<file path="src/hdl/abd_pkg.sv">
// Shared types, constants and the sigmoid function of the anchor box decoder.
package abd_pkg;

   localparam int NUM_SLOTS = 16;
   localparam int RSP_DEPTH = 4;
   localparam int NUM_CSR = 8;
   localparam logic [4:0] ELEM_DECODE = 5'd20;
   localparam logic [3:0] LAST_FIELD = 4'd14;
   localparam logic [3:0] FIELD_CONF = 4'd4;
   localparam logic [3:0] FIELD_FIRST_LM = 4'd5;

   localparam logic [2:0] CSR_CONF_THRESH = 3'd0;
   localparam logic [2:0] CSR_STRIDE = 3'd1;
   localparam logic [2:0] CSR_PRIOR_W0 = 3'd2;
   localparam logic [2:0] CSR_PRIOR_H0 = 3'd3;
   localparam logic [2:0] CSR_PRIOR_W1 = 3'd4;
   localparam logic [2:0] CSR_PRIOR_H1 = 3'd5;
   localparam logic [2:0] CSR_PRIOR_W2 = 3'd6;
   localparam logic [2:0] CSR_PRIOR_H2 = 3'd7;

   // bit 4 set: element is not stored
   localparam logic [4:0] ELEM_SLOT [21] = '{
      5'd0, 5'd1, 5'd2, 5'd3, 5'd4, 5'd5,
      5'd6, 5'd7, 5'd16, 5'd8, 5'd9, 5'd16, 5'd10, 5'd11, 5'd16,
      5'd12, 5'd13, 5'd16, 5'd14, 5'd15, 5'd16
   };

   localparam logic [15:0] SIG_TAB [17] = '{
      16'd32768, 16'd40793, 16'd47911, 16'd53581, 16'd57724, 16'd60565,
      16'd62428, 16'd63615, 16'd64357, 16'd64816, 16'd65097, 16'd65269,
      16'd65374, 16'd65438, 16'd65476, 16'd65500, 16'd65514
   };

   typedef struct packed {
      logic [15:0] conf_thresh;
      logic [6:0]  stride;
      logic [2:0][9:0] prior_w;
      logic [2:0][9:0] prior_h;
   } cfg_type;

   typedef struct packed {
      logic [NUM_SLOTS-1:0][15:0] vals;
      logic [6:0] column;
      logic [6:0] grid_row;
      logic [1:0] anchor_sel;
   } job_type;

   typedef struct packed {
      logic [3:0] field_index;
      logic signed [17:0] value;
      logic last;
   } rsp_type;

   function automatic logic [15:0] sigmoid(input logic signed [15:0] x);
      logic [16:0] a;
      logic [3:0] i;
      logic [6:0] f;
      logic [15:0] d;
      logic [19:0] p;
      logic [15:0] t;
      a = x[15] ? 17'(-{x[15], x}) : {1'b0, x};
      i = a[10:7];
      f = a[6:0];
      d = SIG_TAB[5'({1'b0, i} + 5'd1)] - SIG_TAB[i];
      p = 20'(d[12:0]) * 20'(f);
      if (a >= 17'd2048) begin
         t = SIG_TAB[16];
      end else begin
         t = SIG_TAB[i] + 16'((p + 20'd64) >> 7);
      end
      if (x[15]) begin
         t = 16'(17'd65536 - 17'(t));
      end
      return t;
   endfunction

   function automatic logic signed [17:0] sat18(input logic signed [49:0] v);
      logic signed [17:0] r;
      if (v > 50'sd131071) begin
         r = 18'sh1FFFF;
      end else if (v < -50'sd131072) begin
         r = 18'sh20000;
      end else begin
         r = v[17:0];
      end
      return r;
   endfunction

endpackage

</file>
<file path="src/hdl/abd_front.sv">
// Front end: cell value buffer and the job queue toward the decoder.
module abd_front (
   input  logic clock,
   input  logic reset,
   input  logic req_push,
   output logic req_full,
   input  logic signed [15:0] req_feature_value,
   input  logic [4:0] req_element_index,
   input  logic [6:0] req_column,
   input  logic [6:0] req_grid_row,
   input  logic [1:0] req_anchor_sel,
   output logic job_valid,
   output abd_pkg::job_type job_out,
   input  logic job_pop
);

   logic [abd_pkg::NUM_SLOTS-1:0][15:0] buf_ff;
   abd_pkg::job_type jq_ff [2];
   logic wr_ptr_ff, rd_ptr_ff;
   logic [1:0] cnt_ff, cnt_in;
   logic accept, store, push;
   logic [4:0] slot;
   abd_pkg::job_type job_new;

   assign req_full = (cnt_ff == 2'd2);
   assign accept = req_push && !req_full;
   assign slot = (req_element_index < abd_pkg::ELEM_DECODE) ?
                 abd_pkg::ELEM_SLOT[req_element_index] : 5'd16;
   assign store = accept && !slot[4];
   assign push = accept && (req_element_index == abd_pkg::ELEM_DECODE);
   assign job_valid = (cnt_ff != 2'd0);
   assign job_out = jq_ff[rd_ptr_ff];

   always_comb begin
      job_new.vals = buf_ff;
      job_new.column = req_column;
      job_new.grid_row = req_grid_row;
      job_new.anchor_sel = req_anchor_sel;
      cnt_in = cnt_ff + 2'(push) - 2'(job_pop && job_valid);
   end

   always_ff @(posedge clock) begin
      if (store) begin
         buf_ff[slot[3:0]] <= req_feature_value;
      end
      if (push) begin
         jq_ff[wr_ptr_ff] <= job_new;
      end
   end

   always_ff @(posedge clock) begin
      if (reset) begin
         wr_ptr_ff <= 1'b0;
         rd_ptr_ff <= 1'b0;
         cnt_ff <= 2'd0;
      end else begin
         if (push) begin
            wr_ptr_ff <= !wr_ptr_ff;
         end
         if (job_pop && job_valid) begin
            rd_ptr_ff <= !rd_ptr_ff;
         end
         cnt_ff <= cnt_in;
      end
   end

endmodule

</file>
<file path="config.mk">
export PLATFORM = sky130hd
export DESIGN_NAME = abd_front
export DESIGN_NICKNAME = d
export VERILOG_FILES = /design/src/hdl/abd_pkg.sv /design/src/hdl/abd_front.sv
export SDC_FILE = /design/constraint.sdc
export NUM_CORES = 1
export LEC_CHECK = 0
export BUFFER_PORTS_ARGS = -buffer_cell sky130_fd_sc_hd__buf_2
export CORE_UTILIZATION = 40
export CTS_BUF_LIST = sky130_fd_sc_hd__clkbuf_16
export DETAILED_ROUTE_END_ITERATION = 8
export MAX_ROUTING_LAYER = met4
export PLACE_DENSITY_LB_ADDON = 0.3
export SYNTH_ARGS = -nofsm -noshare
export SYNTH_HDL_FRONTEND = slang
export SYNTH_SLANG_ARGS = --single-unit
export TNS_END_PERCENT = 5
</file>
<file path="constraint.sdc">
create_clock -name clock -period 15.9 [get_ports clock]
set_input_delay 2.385 -clock clock [delete_from_list [all_inputs] [get_ports clock]]
set_output_delay 2.385 -clock clock [all_outputs]
set_load 0.02 [all_outputs]
</file>
==> flow_metrics.tcl <==
set metrics [dict create \
    regArea_um2 24100 \
    cp_data_required_time_ns 16.12 \
    yosysTopAreaCell "edfxtp_1" \
    cts_tree "built" \
    syn_area_um2 27900 \
    crit_type "input pin to flip-flop" \
    dr.pass1.iters 5 \
    cp_max_fo 169 \
    yosysWarnings 0 \
    initial_core_util 0.405 \
    place_hpwl_um 33100 \
    clkSinkCount 805 \
    die_area_um2 70800 \
    avgRoutedWirePerCell_um 23.0 \
    postCtsSetupRepairBufs 0 \
    critical-path-max-stage-delay_ns 0.99 \
    num_rows 96 \
    yosysTopAreaCellShare 0.861 \
    dr.first_iter.drc_count 1046 \
    worstMarginPinSlew_ns 1.33 \
    ys_types 43 \
    cp_cell_sequence "buf_2, inv_1, ha_1, nand2_1, or4b_1, nor2_4, buf_12, buf_4" \
    syn-num-nets 1246 \
    rr_endpoint "jq_ff[0][207]$_DFFE_PP_" \
    placed_cell_area_um2 30700 \
    grt_util_all_layers 0.172 \
    ios 315 \
    layout_commonest_cell "edfxtp_1" \
    r2r_slack_ns 11.40 \
    yosys_register_bits 805 \
    nNetsFinal 1626 \
    cts_hold_buf 0 \
    antenna_found_initial 5 \
    critPathArrivalTime_ns 6.38 \
    clock_latency_ns 0.62 \
    wl_met3_um 4390 \
    cts_root_buf "clkbuf_16" \
    finClkSkew_ns 0.0323 \
    rr_startpoint "cnt_ff[0]$_SDFF_PP0_" \
    coreArea_um2 68800 \
    crit_path_top_delay_cell "buf_4" \
    irDropWorstVdd_mv 0.100 \
    die_h_um 266 \
    clockBufferDepth 3 \
    highest_layer "met4" \
    vias 12500 \
    place_congestion 0.769 \
    relSlewSlack 0.115 \
    powerDensity_nw_per_um2 153 \
    final.min_clock_period_ns 6.17 \
    drtAntennaViolNets 0 \
    area_delta_synth_final_pct 19.3 \
    synth-seq-area-share 0.864 \
    grt_pass1_vias 12700 \
    cts_resized 0 \
    maxCapViolCount 0 \
    cts.clk_slew.worst_paths_ns 0.06 \
    synth.area.top_cells "edfxtp_1 86%, mux2_2 11%, dfxtp_1 0.36%, ha_1 0.36%, clkbuf_1 0.31%" \
    rsz0062_at_grt "false" \
    die_w_um 266 \
    synth_cells 1197 \
    htreeDepth 3 \
    io_buffers 314 \
    synth_ff_type "edfxtp_1" \
    grt_pass1_wl_um 84800 \
    wl_met1_um 24600 \
    worstHoldStart "buf_ff[37]$_DFFE_PP_" \
    hp-class "flip-flop to flip-flop" \
    grt_overflow 0 \
    drv_slew 0 \
    grt_max_degree 170 \
    fmax_mhz 162 \
    post-route-period-util 0.388 \
    min_path_cells 0 \
    routed_wl_um 59300 \
    setup_tns_ns 0 \
    p_leak_nw 11.1 \
    ff2ff_path_depth 6 \
    setup_viol 0 \
    drive_gt1_frac 0.450 \
    layout_common_cells "800 x edfxtp_1, 314 x buf_2, 272 x mux2_2, 87 x clkbuf_16, 23 x inv_1" \
    wl_met2_um 29300 \
    drc 0 \
    cp-start-kind "input pin" \
    async_flop_share 0 \
    cts_buffers 84 \
    outcome "finished, final reports clean" \
    stdcell_area_um2 33300 \
    fillers 5648 \
    synth_edf_count 800 \
    vias_per_cell 4.84 \
    multi_input_area_um2 3660 \
    syn_area_per_cell_um2 23.3 \
    holdPathEnd "jq_ff[0][53]$_DFFE_PP_" \
    final_hold_viol_count 0 \
    end_kind "flip-flop" \
]
==> cell families (layout without fill, tap and decap cells) <==
group	count (synthesis)	in the layout	share of synthesized area
AOI/OAI and AO/OA	14	14	0.00386
xor gates and xnor gates	4	4	0.00126
adders and majority gates	8	8	0.00359
buffers and inverters	39	485	0.00583
DFF	805	805	0.864
muxes	273	273	0.110
other	0	2	0
and+or+nand+nor	54	54	0.0110
==> flip-flops by register name (all words and copies together) (netlist names), named ones only <==
signal	count
cnt_ff	2
jq_ff	544
buf_ff	256
rd_ptr_ff	1
wr_ptr_ff	1
==> cell type report <==
type,instances,share of cell area
clock inverter,65,0.0132
antenna,2,0.000150
multi-input combinational,353,0.110
sequential,805,0.725
tap,931,0.0350
inverter,5,0.000564
timing repair buffer,328,0.0511
clock buffer,87,0.0654
==> Yosys cell counts (2+ instances only) <==
master and n:
a21oi_1 2, a31oi_1 2, buf_2 10, clkbuf_1 23
dfxtp_1 5, edfxtp_1 800, ha_1 8, inv_1 5
mux2_2 272, nand2_1 4, nand2b_1 3, nand3_1 2
nand4_1 2, nor2_1 23, nor2b_1 4, or4b_1 2
or4b_4 2, xnor2_1 3
==> power by group <==
part / total (W) / switching [W] / internal [W]
clock: 0.00185 / 0.000787 / 0.00106
sequential: 0.00237 / 0.0000336 / 0.00234
combinational: 0.000886 / 0.000528 / 0.000358
==> worst max-delay path, delay by kind of cell <==
kind | cells | cell delay (ns)
buf+inv | 4 | 1.88
fa+ha+maj | 1 | 0.16
simple gates | 3 | 1.44
==> routing by layer <==
layer / up-vias / track usage
met3: 76 / 0.0449
met5: - / -
li1: 5565 / -
met2: 381 / 0.273
met1: 6449 / 0.218
met4: 0 / 0.0491
==> worst max-delay path by stage <==
stage / start / endpoint / depth (start not counted)
floorplan: req_element_index[1] / jq_ff[0][0]$_DFFE_PP_ / 6
global placement: req_element_index[1] / jq_ff[0][222]$_DFFE_PP_ / 8
detailed placement: req_element_index[1] / jq_ff[0][207]$_DFFE_PP_ / 8
CTS: req_element_index[1] / jq_ff[0][185]$_DFFE_PP_ / 8
global route: req_element_index[1] / jq_ff[0][87]$_DFFE_PP_ / 8
finish: req_element_index[1] / jq_ff[0][207]$_DFFE_PP_ / 8
==> per-stage QoR <==
stage	cells	total power, W	utilization	hold slack [ns]	worst slack, ns
4_1_cts	2574	0.00517	0.484	0.406	9.93
6_report	2576	0.00510	0.484	0.414	9.73
2_1_floorplan	1197	0.00301	-	0.421	0.459
3_5_place_dp	2422	0.00332	0.446	0.429	9.28
3_3_place_gp	2422	0.00331	0.446	0.422	9.32
5_1_grt	2574	0.00528	0.484	0.420	9.59
Note: power is estimated with default switching activity, not from simulation.
