--- src/hdl/abd_pkg.sv ---
// Shared types, constants and the sigmoid function of the anchor box decoder.
package abd_pkg;

   localparam int NUM_SLOTS = 16;
   localparam int RSP_DEPTH = 4;
   localparam int NUM_CSR = 8;
   localparam logic [4:0] ELEM_DECODE = 5'd20;
   localparam logic [3:0] LAST_FIELD = 4'd14;
   localparam logic [3:0] FIELD_CONF = 4'd4;
   localparam logic [3:0] FIELD_FIRST_LM = 4'd5;

   localparam logic [2:0] CSR_CONF_THRESH = 3'd0;
   localparam logic [2:0] CSR_STRIDE = 3'd1;
   localparam logic [2:0] CSR_PRIOR_W0 = 3'd2;
   localparam logic [2:0] CSR_PRIOR_H0 = 3'd3;
   localparam logic [2:0] CSR_PRIOR_W1 = 3'd4;
   localparam logic [2:0] CSR_PRIOR_H1 = 3'd5;
   localparam logic [2:0] CSR_PRIOR_W2 = 3'd6;
   localparam logic [2:0] CSR_PRIOR_H2 = 3'd7;

   // bit 4 set: element is not stored
   localparam logic [4:0] ELEM_SLOT [21] = '{
      5'd0, 5'd1, 5'd2, 5'd3, 5'd4, 5'd5,
      5'd6, 5'd7, 5'd16, 5'd8, 5'd9, 5'd16, 5'd10, 5'd11, 5'd16,
      5'd12, 5'd13, 5'd16, 5'd14, 5'd15, 5'd16
   };

   localparam logic [15:0] SIG_TAB [17] = '{
      16'd32768, 16'd40793, 16'd47911, 16'd53581, 16'd57724, 16'd60565,
      16'd62428, 16'd63615, 16'd64357, 16'd64816, 16'd65097, 16'd65269,
      16'd65374, 16'd65438, 16'd65476, 16'd65500, 16'd65514
   };

   typedef struct packed {
      logic [15:0] conf_thresh;
      logic [6:0]  stride;
      logic [2:0][9:0] prior_w;
      logic [2:0][9:0] prior_h;
   } cfg_type;

   typedef struct packed {
      logic [NUM_SLOTS-1:0][15:0] vals;
      logic [6:0] column;
      logic [6:0] grid_row;
      logic [1:0] anchor_sel;
   } job_type;

   typedef struct packed {
      logic [3:0] field_index;
      logic signed [17:0] value;
      logic last;
   } rsp_type;

   function automatic logic [15:0] sigmoid(input logic signed [15:0] x);
      logic [16:0] a;
      logic [3:0] i;
      logic [6:0] f;
      logic [15:0] d;
      logic [19:0] p;
      logic [15:0] t;
      a = x[15] ? 17'(-{x[15], x}) : {1'b0, x};
      i = a[10:7];
      f = a[6:0];
      d = SIG_TAB[5'({1'b0, i} + 5'd1)] - SIG_TAB[i];
      p = 20'(d[12:0]) * 20'(f);
      if (a >= 17'd2048) begin
         t = SIG_TAB[16];
      end else begin
         t = SIG_TAB[i] + 16'((p + 20'd64) >> 7);
      end
      if (x[15]) begin
         t = 16'(17'd65536 - 17'(t));
      end
      return t;
   endfunction

   function automatic logic signed [17:0] sat18(input logic signed [49:0] v);
      logic signed [17:0] r;
      if (v > 50'sd131071) begin
         r = 18'sh1FFFF;
      end else if (v < -50'sd131072) begin
         r = 18'sh20000;
      end else begin
         r = v[17:0];
      end
      return r;
   endfunction

endpackage

--- src/hdl/abd_rsp_fifo.sv ---
// Result word queue between the decoder and the result port.
module abd_rsp_fifo (
   input  logic clock,
   input  logic reset,
   input  logic push,
   input  abd_pkg::rsp_type wdata,
   output logic full,
   input  logic pop,
   output logic empty,
   output abd_pkg::rsp_type rdata
);

   localparam int AW = $clog2(abd_pkg::RSP_DEPTH);

   abd_pkg::rsp_type mem_ff [abd_pkg::RSP_DEPTH];
   logic [AW-1:0] wr_ff, rd_ff;
   logic [AW:0] cnt_ff, cnt_in;
   logic do_pop;

   assign full = (cnt_ff == (AW+1)'(abd_pkg::RSP_DEPTH));
   assign empty = (cnt_ff == '0);
   assign do_pop = pop && !empty;
   assign rdata = mem_ff[rd_ff];
   assign cnt_in = cnt_ff + (AW+1)'(push) - (AW+1)'(do_pop);

   always_ff @(posedge clock) begin
      if (push) begin
         mem_ff[wr_ff] <= wdata;
      end
   end

   always_ff @(posedge clock) begin
      if (reset) begin
         wr_ff <= '0;
         rd_ff <= '0;
         cnt_ff <= '0;
      end else begin
         if (push) begin
            wr_ff <= wr_ff + AW'(1);
         end
         if (do_pop) begin
            rd_ff <= rd_ff + AW'(1);
         end
         cnt_ff <= cnt_in;
      end
   end

endmodule

--- config.mk ---
export PLATFORM = sky130hd
export DESIGN_NAME = abd_rsp_fifo
export DESIGN_NICKNAME = d
export VERILOG_FILES = /design/src/hdl/abd_pkg.sv /design/src/hdl/abd_rsp_fifo.sv
export SDC_FILE = /design/constraint.sdc
export NUM_CORES = 1
export LEC_CHECK = 0
export BUFFER_PORTS_ARGS = -buffer_cell sky130_fd_sc_hd__buf_2
export CORE_MARGIN = 8
export CORE_UTILIZATION = 56
export DETAILED_ROUTE_END_ITERATION = 12
export PLACE_DENSITY_LB_ADDON = 0.15
export SYNTH_ARGS = -nofsm -noshare
export SYNTH_HDL_FRONTEND = slang
export SYNTH_SLANG_ARGS = --single-unit
--- constraint.sdc ---
create_clock -name clock -period 2.1 [get_ports clock]
set_clock_uncertainty 0.05 [all_clocks]
set_input_delay 0.21 -clock clock [delete_from_list [all_inputs] [get_ports clock]]
set_output_delay 0.21 -clock clock [all_outputs]
set_load 0.03 [all_outputs]
==> results of run 1 <==
[worst max-delay path, cell delays in order, from the launching register on]
cell and delay (ns):
dfxtp_2 0.33, buf_4 0.23, mux4_1 0.62, buf_2 0.21
[worst max-delay path by stage]
stage               cells after the start        end      start  slack, ns
finish                                  3  rdata[19]   register       0.11
floorplan                               8  cnt_ff[2]  cnt_ff[1]       0.18
CTS                                     8  cnt_ff[2]  cnt_ff[1]       0.03
detailed placement                      8  cnt_ff[2]  cnt_ff[1]       0.04
global placement                        8  cnt_ff[2]  cnt_ff[1]       0.15
global route                            8  cnt_ff[2]  cnt_ff[1]     -0.005
[layout make-up]
type                       count  share of cell area (%)
sequential                   101                    66.7
multi-input combinational     53                    18.1
timing repair buffer          62                    7.64
clock buffer                  11                    2.97
tap                           80                    2.27
clock inverter                 5                    1.93
inverter                       5                   0.425
[logic make-up (layout without fill, tap and decap cells)]
family,count (synthesis),count (layout)
adder cells (fa/ha/maj),7,7
AO/OA/AOI/OAI,2,2
XOR/XNOR,2,2
flip-flops,101,101
AND/OR/NAND/NOR,15,15
buffers and inverters,11,83
multiplexers,27,27
[where the power goes]
group	switching [mW]	internal, mW
Sequential	0.0636	2.33
Clock	0.606	0.676
Combinational	0.725	0.528
Total	1.39	3.54
[stage by stage]
stage	hold WS [ns]	setup slack (ns)
global route	0.00821	-0.00486
global placement	0.374	0.153
finish	0.0247	0.106
detailed placement	0.382	0.0441
CTS	0.00823	0.0292
floorplan	0.259	0.182
[flip-flops by register name, summed over array words and instances (netlist names), named ones only]
| signal | flops |
|---|---|
| cnt_ff | 3 |
| mem_ff | 92 |
| wr_ff | 2 |
| rd_ff | 2 |
[synthesized netlist by cell type, types with 2 or more instances]
| cell type | count | area [sq um] |
|---|---|---|
| nor2b_1 | 3 | 18.8 |
| edfxtp_1 | 92 | 2760 |
| dfxtp_1 | 9 | 180 |
| buf_2 | 2 | 10.0 |
| and2_1 | 4 | 25.0 |
| nor2_1 | 6 | 22.5 |
| mux4_2 | 20 | 450 |
| mux4_1 | 3 | 78.8 |
| inv_1 | 5 | 18.8 |
| mux2_2 | 3 | 33.8 |
| buf_12 | 2 | 40.0 |
| ha_1 | 6 | 75.1 |
[what timing repair did]
action | CTS | global route
hold endpoints to repair | 0 | 0
setup endpoints to repair | 0 | 1
setup buffers | 0 | 3
resized for setup | 0 | 3
[per-layer routing]
| layer | track usage [%] | wire length (um) | vias to the layer above |
|---|---|---|---|
| met5 | 0 | 0 | - |
| met4 | 5.90 | 82 | 0 |
| met3 | 4.09 | 315 | 9 |
| met2 | 24.1 | 3290 | 51 |
| met1 | 15.4 | 2720 | 876 |
| li1 | - | - | 807 |
==> metrics.txt, run 1 <==
status=complete, no violations; Antenna diodes=0; Die Ht=98.6 um; maximum buffer depth of the clock tree=2; distinct cell type count after synthesis=22; final layout net count=266; worst path required time=1.84 ns; I/O pin count=52; final hold vios=0; DP Area=4170 sq um; Placed Instances=298; max_slew headroom=21.9%; Worst Setup Path Type=reg2out; Hold Crit Depth=1; CP max FO=10; clk root buf=clkbuf_8; Placer Congestion=0.645; Net Count, Synth=199; Pwr Density=1120 nW/um^2; YS warnings=0; RR Endpoint=cnt_ff[2]; number of core rows=30; Post-DRT Antenna Nets=0; static leakage=1.56 nW; average wire per cell in the routed design=20.2 um; Top FF cell, synth=edfxtp_1; Congestion Overflow GR=0; share of cells above drive strength 1=43.0%; Worst Hold Endpoint=mem_ff[3][2]; Post-synth EDFFs=92; sequential cell area fraction in the yosys report=77.0%; worst slew pin tran=1.17 ns; Initial Util=56.9%; synthesized instance count=165; # fillers=445; Post-Synthesis Cell Area=3820 sq um; xor/xnor share of the synthesized area=0.818%; core area=6720 sq um; syn_area_per_cell=23.2 sq um; CP Launch Type=register; DRT iter0 DRCs=45; maxcap violations=0; drt first pass iters=4; Peak VDD IR=0.789 mV; min Tclk post-route=1.99 ns; largest net degree at the start of global routing=24; simple-gate share of the synthesized area=2.06%; Hold Startpoint=wdata[2]; largest family of logic cells by synthesized area=multiplexers; H-tree Lvls=3; total CTS buffers=9; hold-fix buffers at CTS=0; Pins Over Slew Limit=0; Setup Viol. Count Final=0; Post-synth ARST share=0%; Final Cell Area=4420 sq um; CTS tree=done; FMAX=502 MHz; clock slew at reported path FFs=0.09 ns; adder-cell area share of the yosys netlist=2.49%; Synth Area in Compound Gates=0.458%; number of synthesized register bits=101; Layout Cells excl Fill=317; multiplexer share of the synthesized area=15.0%; vias after detailed routing=1,743; Port-buffer cells=51; HPWL Detailed=4390 um; multi-input logic area=798 sq um; Skew-Pair Late Insertion Delay=0.34 ns; initial antenna violation count=0; die width=98.6 um; most common cell after layout, fill and taps aside=edfxtp_1; total power=4.93 mW; final period utilization=94.9%; die area=9730 sq um; most frequent cells in the layout=edfxtp_1, buf_2, mux4_2; setup TNS=0 ns; DRC viols=0; Data arrival, critical path=1.73 ns; R2R Setup Slk=0.12 ns; drt total wl=6400 um; Crit. End Element=primary output; area delta synth->final=15.6%; first-pass GRT wire length=10,000 um; GRT Total Usage=13.8%; vias in the first global route=1,984; Final Core Density=65.8%; Min-Delay Path Class=in2reg; clock sink count=101; reg2reg path depth=8; vias per cell=5.50; RR Startpoint=cnt_ff[1]; register area=2950 sq um
No activity file was read; power rests on OpenSTA's default activity.
==> run 2: changes to the inputs <==
--- a/config.mk
+++ b/config.mk
@@ -9,3 +9,3 @@
 export CORE_MARGIN = 8
-export CORE_UTILIZATION = 56
+export CORE_UTILIZATION = 60
 export DETAILED_ROUTE_END_ITERATION = 12
==> constraint.sdc (replaced) <==
create_clock -name clock -period 2.3 [get_ports clock]
set_clock_uncertainty 0.05 [all_clocks]
set_input_delay 0.23 -clock clock [delete_from_list [all_inputs] [get_ports clock]]
set_output_delay 0.23 -clock clock [all_outputs]
set_load 0.01 [all_outputs]
==> metrics.txt, run 2 (same netlist as run 1, synthesis figures left out) <==
largest net degree at the start of global routing=24; Pwr Density=990 nW/um^2; Skew-Pair Late Insertion Delay=0.35 ns; Peak VDD IR=0.724 mV; Initial Util=61.2%; most common cell after layout, fill and taps aside=edfxtp_1; Largest register FFs=92; number of core rows=29; Crit. End Element=primary output; Antenna diodes=0; PostCTS Resize Cnt=0; Layout Cells excl Fill=307; hold-fix buffers at CTS=0; Worst Setup Path Type=reg2out; pre-CTS WS=0.299 ns; clock sink count=101; register area=2940 sq um; Setup Viol. Count Final=0; area delta synth->final=15.0%; vias after detailed routing=1,724; Largest regs=mem_ff (92), cnt_ff (3); Clk pwr share=29.6%; internal power=3.31 mW; slowest cell on the critical path=mux4_1; H-tree Lvls=3; R2R Setup Slk=0.28 ns; multi-input logic area=796 sq um; core area=6240 sq um; static leakage=1.54 nW; RSZ-0062 raised after global routing=false; drt total wl=6430 um; clk root buf=clkbuf_8; CP Launch Type=register; maximum buffer depth of the clock tree=2; first-pass GRT wire length=10,000 um; Combinational Power Share=19.4%; share of cells above drive strength 1=40.9%; CP max FO=17; Placed Instances=292; Post-DRT Antenna Nets=0; setup TNS=0 ns; final layout net count=260; status=complete, no violations; max_slew headroom=19.6%; initial antenna violation count=0; slowest stage delay, CP=0.61 ns; total CTS buffers=9; die width=95.8 um; clock slew at reported path FFs=0.09 ns; die area=9180 sq um; worst path required time=2.02 ns; Sequential Power Share=50.9%; # fillers=393; final period utilization=94.0%; average wire per cell in the routed design=20.9 um; Pins Over Slew Limit=0; I/O pin count=52; critical-path cell list=buf_12, mux4_1, buf_2; maxcap violations=0; Congestion Overflow GR=0; Placer Congestion=0.680; DRT iter0 DRCs=116; Sw Share=24.0%; total power=4.35 mW; Port-buffer cells=51; Setup WS post-layout=0.139 ns; worst slew pin tran=1.21 ns; min Tclk post-route=2.16 ns; Largest Register=mem_ff; GRT Total Usage=15.2%; Post-CTS Setup Inserts=0; most frequent cells in the layout=edfxtp_1, buf_2, mux4_2; vias in the first global route=1,963; Data arrival, critical path=1.88 ns; Final Core Density=70.4%; drt first pass iters=4; Min-Delay Path Class=in2reg; DRC viols=0; FMAX=463 MHz; P_sw=1.04 mW; Die Ht=95.8 um; CTS tree=done; final hold vios=0; HPWL Detailed=4320 um; vias per cell=5.62
==> run 2: worst max-delay path, delay by kind of cell (launching register included) <==
kind	cells	cell delay (ns)
muxes	1	0.61
DFF	1	0.52
buffers and inverters	2	0.40
==> run 2: final cells by class <==
type / count / share of cell area (%)
clock buffers: 10 / 2.90
clock inverters: 5 / 2.48
inverters: 5 / 0.427
multi-input cells: 53 / 18.1
flip-flops and latches: 101 / 67.0
well taps: 77 / 2.19
repair buffers: 56 / 6.94
==> run 2: layer usage <==
| layer | GRT usage, % | up-vias | wire length, um |
|---|---|---|---|
| li1 | - | 791 | - |
| met1 | 16.7 | 876 | 2540 |
| met2 | 27.3 | 47 | 3460 |
| met3 | 3.59 | 10 | 322 |
| met4 | 7.04 | 0 | 95 |
| met5 | 0 | - | 0 |
==> run 2: power groups by stage <==
stage | clock network (mW) | logic [mW] | registers (mW)
after CTS | 1.32 | 0.866 | 2.22
final | 1.29 | 0.846 | 2.22
after detailed placement | 0 | 0.862 | 2.26
after global routing | 1.38 | 0.928 | 2.23
after global placement | 0 | 0.834 | 2.24
after floorplan | 0 | 0.648 | 2.21
==> run 2: metrics by stage <==
stage / hold slack, ns / instance area, sq um
after detailed placement: 0.400 / 4160
after floorplan: 0.279 / 3820
after CTS: 0.0210 / 4400
after global placement: 0.390 / 4160
final: 0.0405 / 4400
after global routing: 0.0276 / 4400
==> run 2: final timing paths <==
| kind | from | cells past startpoint | end |
|---|---|---|---|
| worst max register to register | cnt_ff[1] | 8 | cnt_ff[2] |
| worst min-delay path | wdata[0] | 1 | mem_ff[0][0] |
| worst max-delay path | register | 3 | rdata[19] |
| worst min register to register | wr_ff[1] | 2 | wr_ff[1] |
==> run 3: changes to the inputs <==
Settings changed: REMOVE_ABC_BUFFERS set to 1.
==> metrics.txt, run 3 (same netlist as run 1, synthesis figures left out) <==
status=complete, no violations; Largest Register=mem_ff; Worst Setup Path Type=reg2reg; clock slew at reported path FFs=0.09 ns; static leakage=1.54 nW; Final Core Density=70.0%; drt first pass iters=4; internal power=2.97 mW; Largest regs=mem_ff (92), cnt_ff (3); Die Ht=95.8 um; Largest register FFs=92; setup TNS=0 ns; PostCTS Resize Cnt=0; Placer Congestion=0.732; min Tclk post-route=2.05 ns; drt total wl=6150 um; RR Endpoint=cnt_ff[2]; FMAX=487 MHz; Min-Delay Path Class=in2reg; CP max FO=6; Hold Crit Depth=1; Initial Util=61.2%; die width=95.8 um; I/O pin count=52; H-tree Lvls=3; die area=9180 sq um; Crit. Startpoint=cnt_ff[1]; area delta synth->final=14.2%; clock sink count=101; average wire per cell in the routed design=19.5 um; largest net degree at the start of global routing=17; most common cell after layout, fill and taps aside=edfxtp_1; DRC viols=0; Sequential Power Share=54.6%; final hold vios=0; hold_ws=0.0349 ns; Combinational Power Share=21.9%; final period utilization=89.3%; Skew-Pair Late Insertion Delay=0.34 ns; clk root buf=clkbuf_8; total CTS buffers=9; Setup crit end=cnt_ff[2]; maxcap violations=0; hold-fix buffers at CTS=0; RR Startpoint=cnt_ff[1]; first-pass GRT wire length=9490 um; CTS tree=done; Post-CTS Setup Inserts=0; Post-DRT Antenna Nets=0; RSZ-0062 raised after global routing=false; share of cells above drive strength 1=42.4%; HPWL Detailed=4220 um; Peak VDD IR=0.619 mV; worst path required time=2.49 ns; total power=4.00 mW; core area=6240 sq um; Port-buffer cells=51; Setup Viol. Count Final=0; vias per cell=5.51; initial antenna violation count=0; Data arrival, critical path=2.24 ns; final layout net count=267; P_sw=1.03 mW; number of core rows=29; DRT iter0 DRCs=73; Pwr Density=917 nW/um^2; max_slew headroom=75.6%; worst slew pin tran=0.362 ns; GRT Total Usage=14.4%; reg2reg path depth=8; vias in the first global route=1,886; CP Launch Type=register; most frequent cells in the layout=edfxtp_1, buf_2, mux4_2; Congestion Overflow GR=0; Sw Share=25.8%; Pins Over Slew Limit=0; vias after detailed routing=1,735; R2R Setup Slk=0.25 ns; # fillers=406; Antenna diodes=0; Clk pwr share=23.5%; Crit. End Element=register; maximum buffer depth of the clock tree=2
-- run 3: changes by cell type in the layout (fill, tap and decap cells not counted) --
cell,before,now
bufinv_16,3,0
clkinv_2,0,2
clkinv_4,0,2
clkbuf_1,1,0
buf_4,4,12
clkinv_1,0,2
buf_12,1,0
inv_8,1,0
-- run 3: power by group through the flow --
stage	sequential (mW)	combinational (mW)	clock (mW)
after floorplan	2.28	0.501	0
after global placement	2.21	0.864	0
after detailed placement	2.23	0.898	0
after CTS	2.19	0.902	0.959
after global routing	2.20	0.955	1.03
final	2.19	0.878	0.941
-- run 3: cell type report --
type	instances	area (sq um)	share of cell area [%]
repair buffers	63	345	7.91
well taps	77	96.3	2.21
multi-input cells	53	796	18.2
flip-flops and latches	101	2940	67.4
clock inverters	7	42.5	0.974
inverters	5	18.8	0.430
clock buffers	9	124	2.84
-- run 3: worst max-delay path: stages, from the launching register on --
cell	delay, ns
dfxtp_1	0.38
o31a_1	0.37
ha_1	0.28
inv_1	0.06
ha_1	0.14
inv_1	0.05
fa_1	0.36
xnor3_1	0.20
nor2_1	0.04
-- run 3: worst min-delay path by stage --
stage,endpoint,slack (ns),start
2_1_floorplan,cnt_ff[1],0.25,reset
3_3_place_gp,mem_ff[0][11],0.39,wdata[11]
3_5_place_dp,mem_ff[1][18],0.40,wdata[18]
4_1_cts,mem_ff[1][11],0.02,wdata[11]
5_1_grt,mem_ff[3][11],0.02,wdata[11]
6_report,mem_ff[3][11],0.03,wdata[11]
-- run 3: routing by layer --
metal	up-vias	GRT usage [%]	part of all wire (%)
met2	43	25.8	54
met1	874	15.1	38
met5	-	0	0
met4	0	8.45	1.6
met3	10	3.59	5.8
li1	808	-	-
-- run 3: stage by stage --
stage	area, sq um	setup slack (ns)	cells
3_5_place_dp	4200	0.260	299
4_1_cts	4370	0.235	315
6_report	4370	0.246	315
3_3_place_gp	4200	0.375	299
5_1_grt	4370	0.173	315
2_1_floorplan	3760	0.212	159
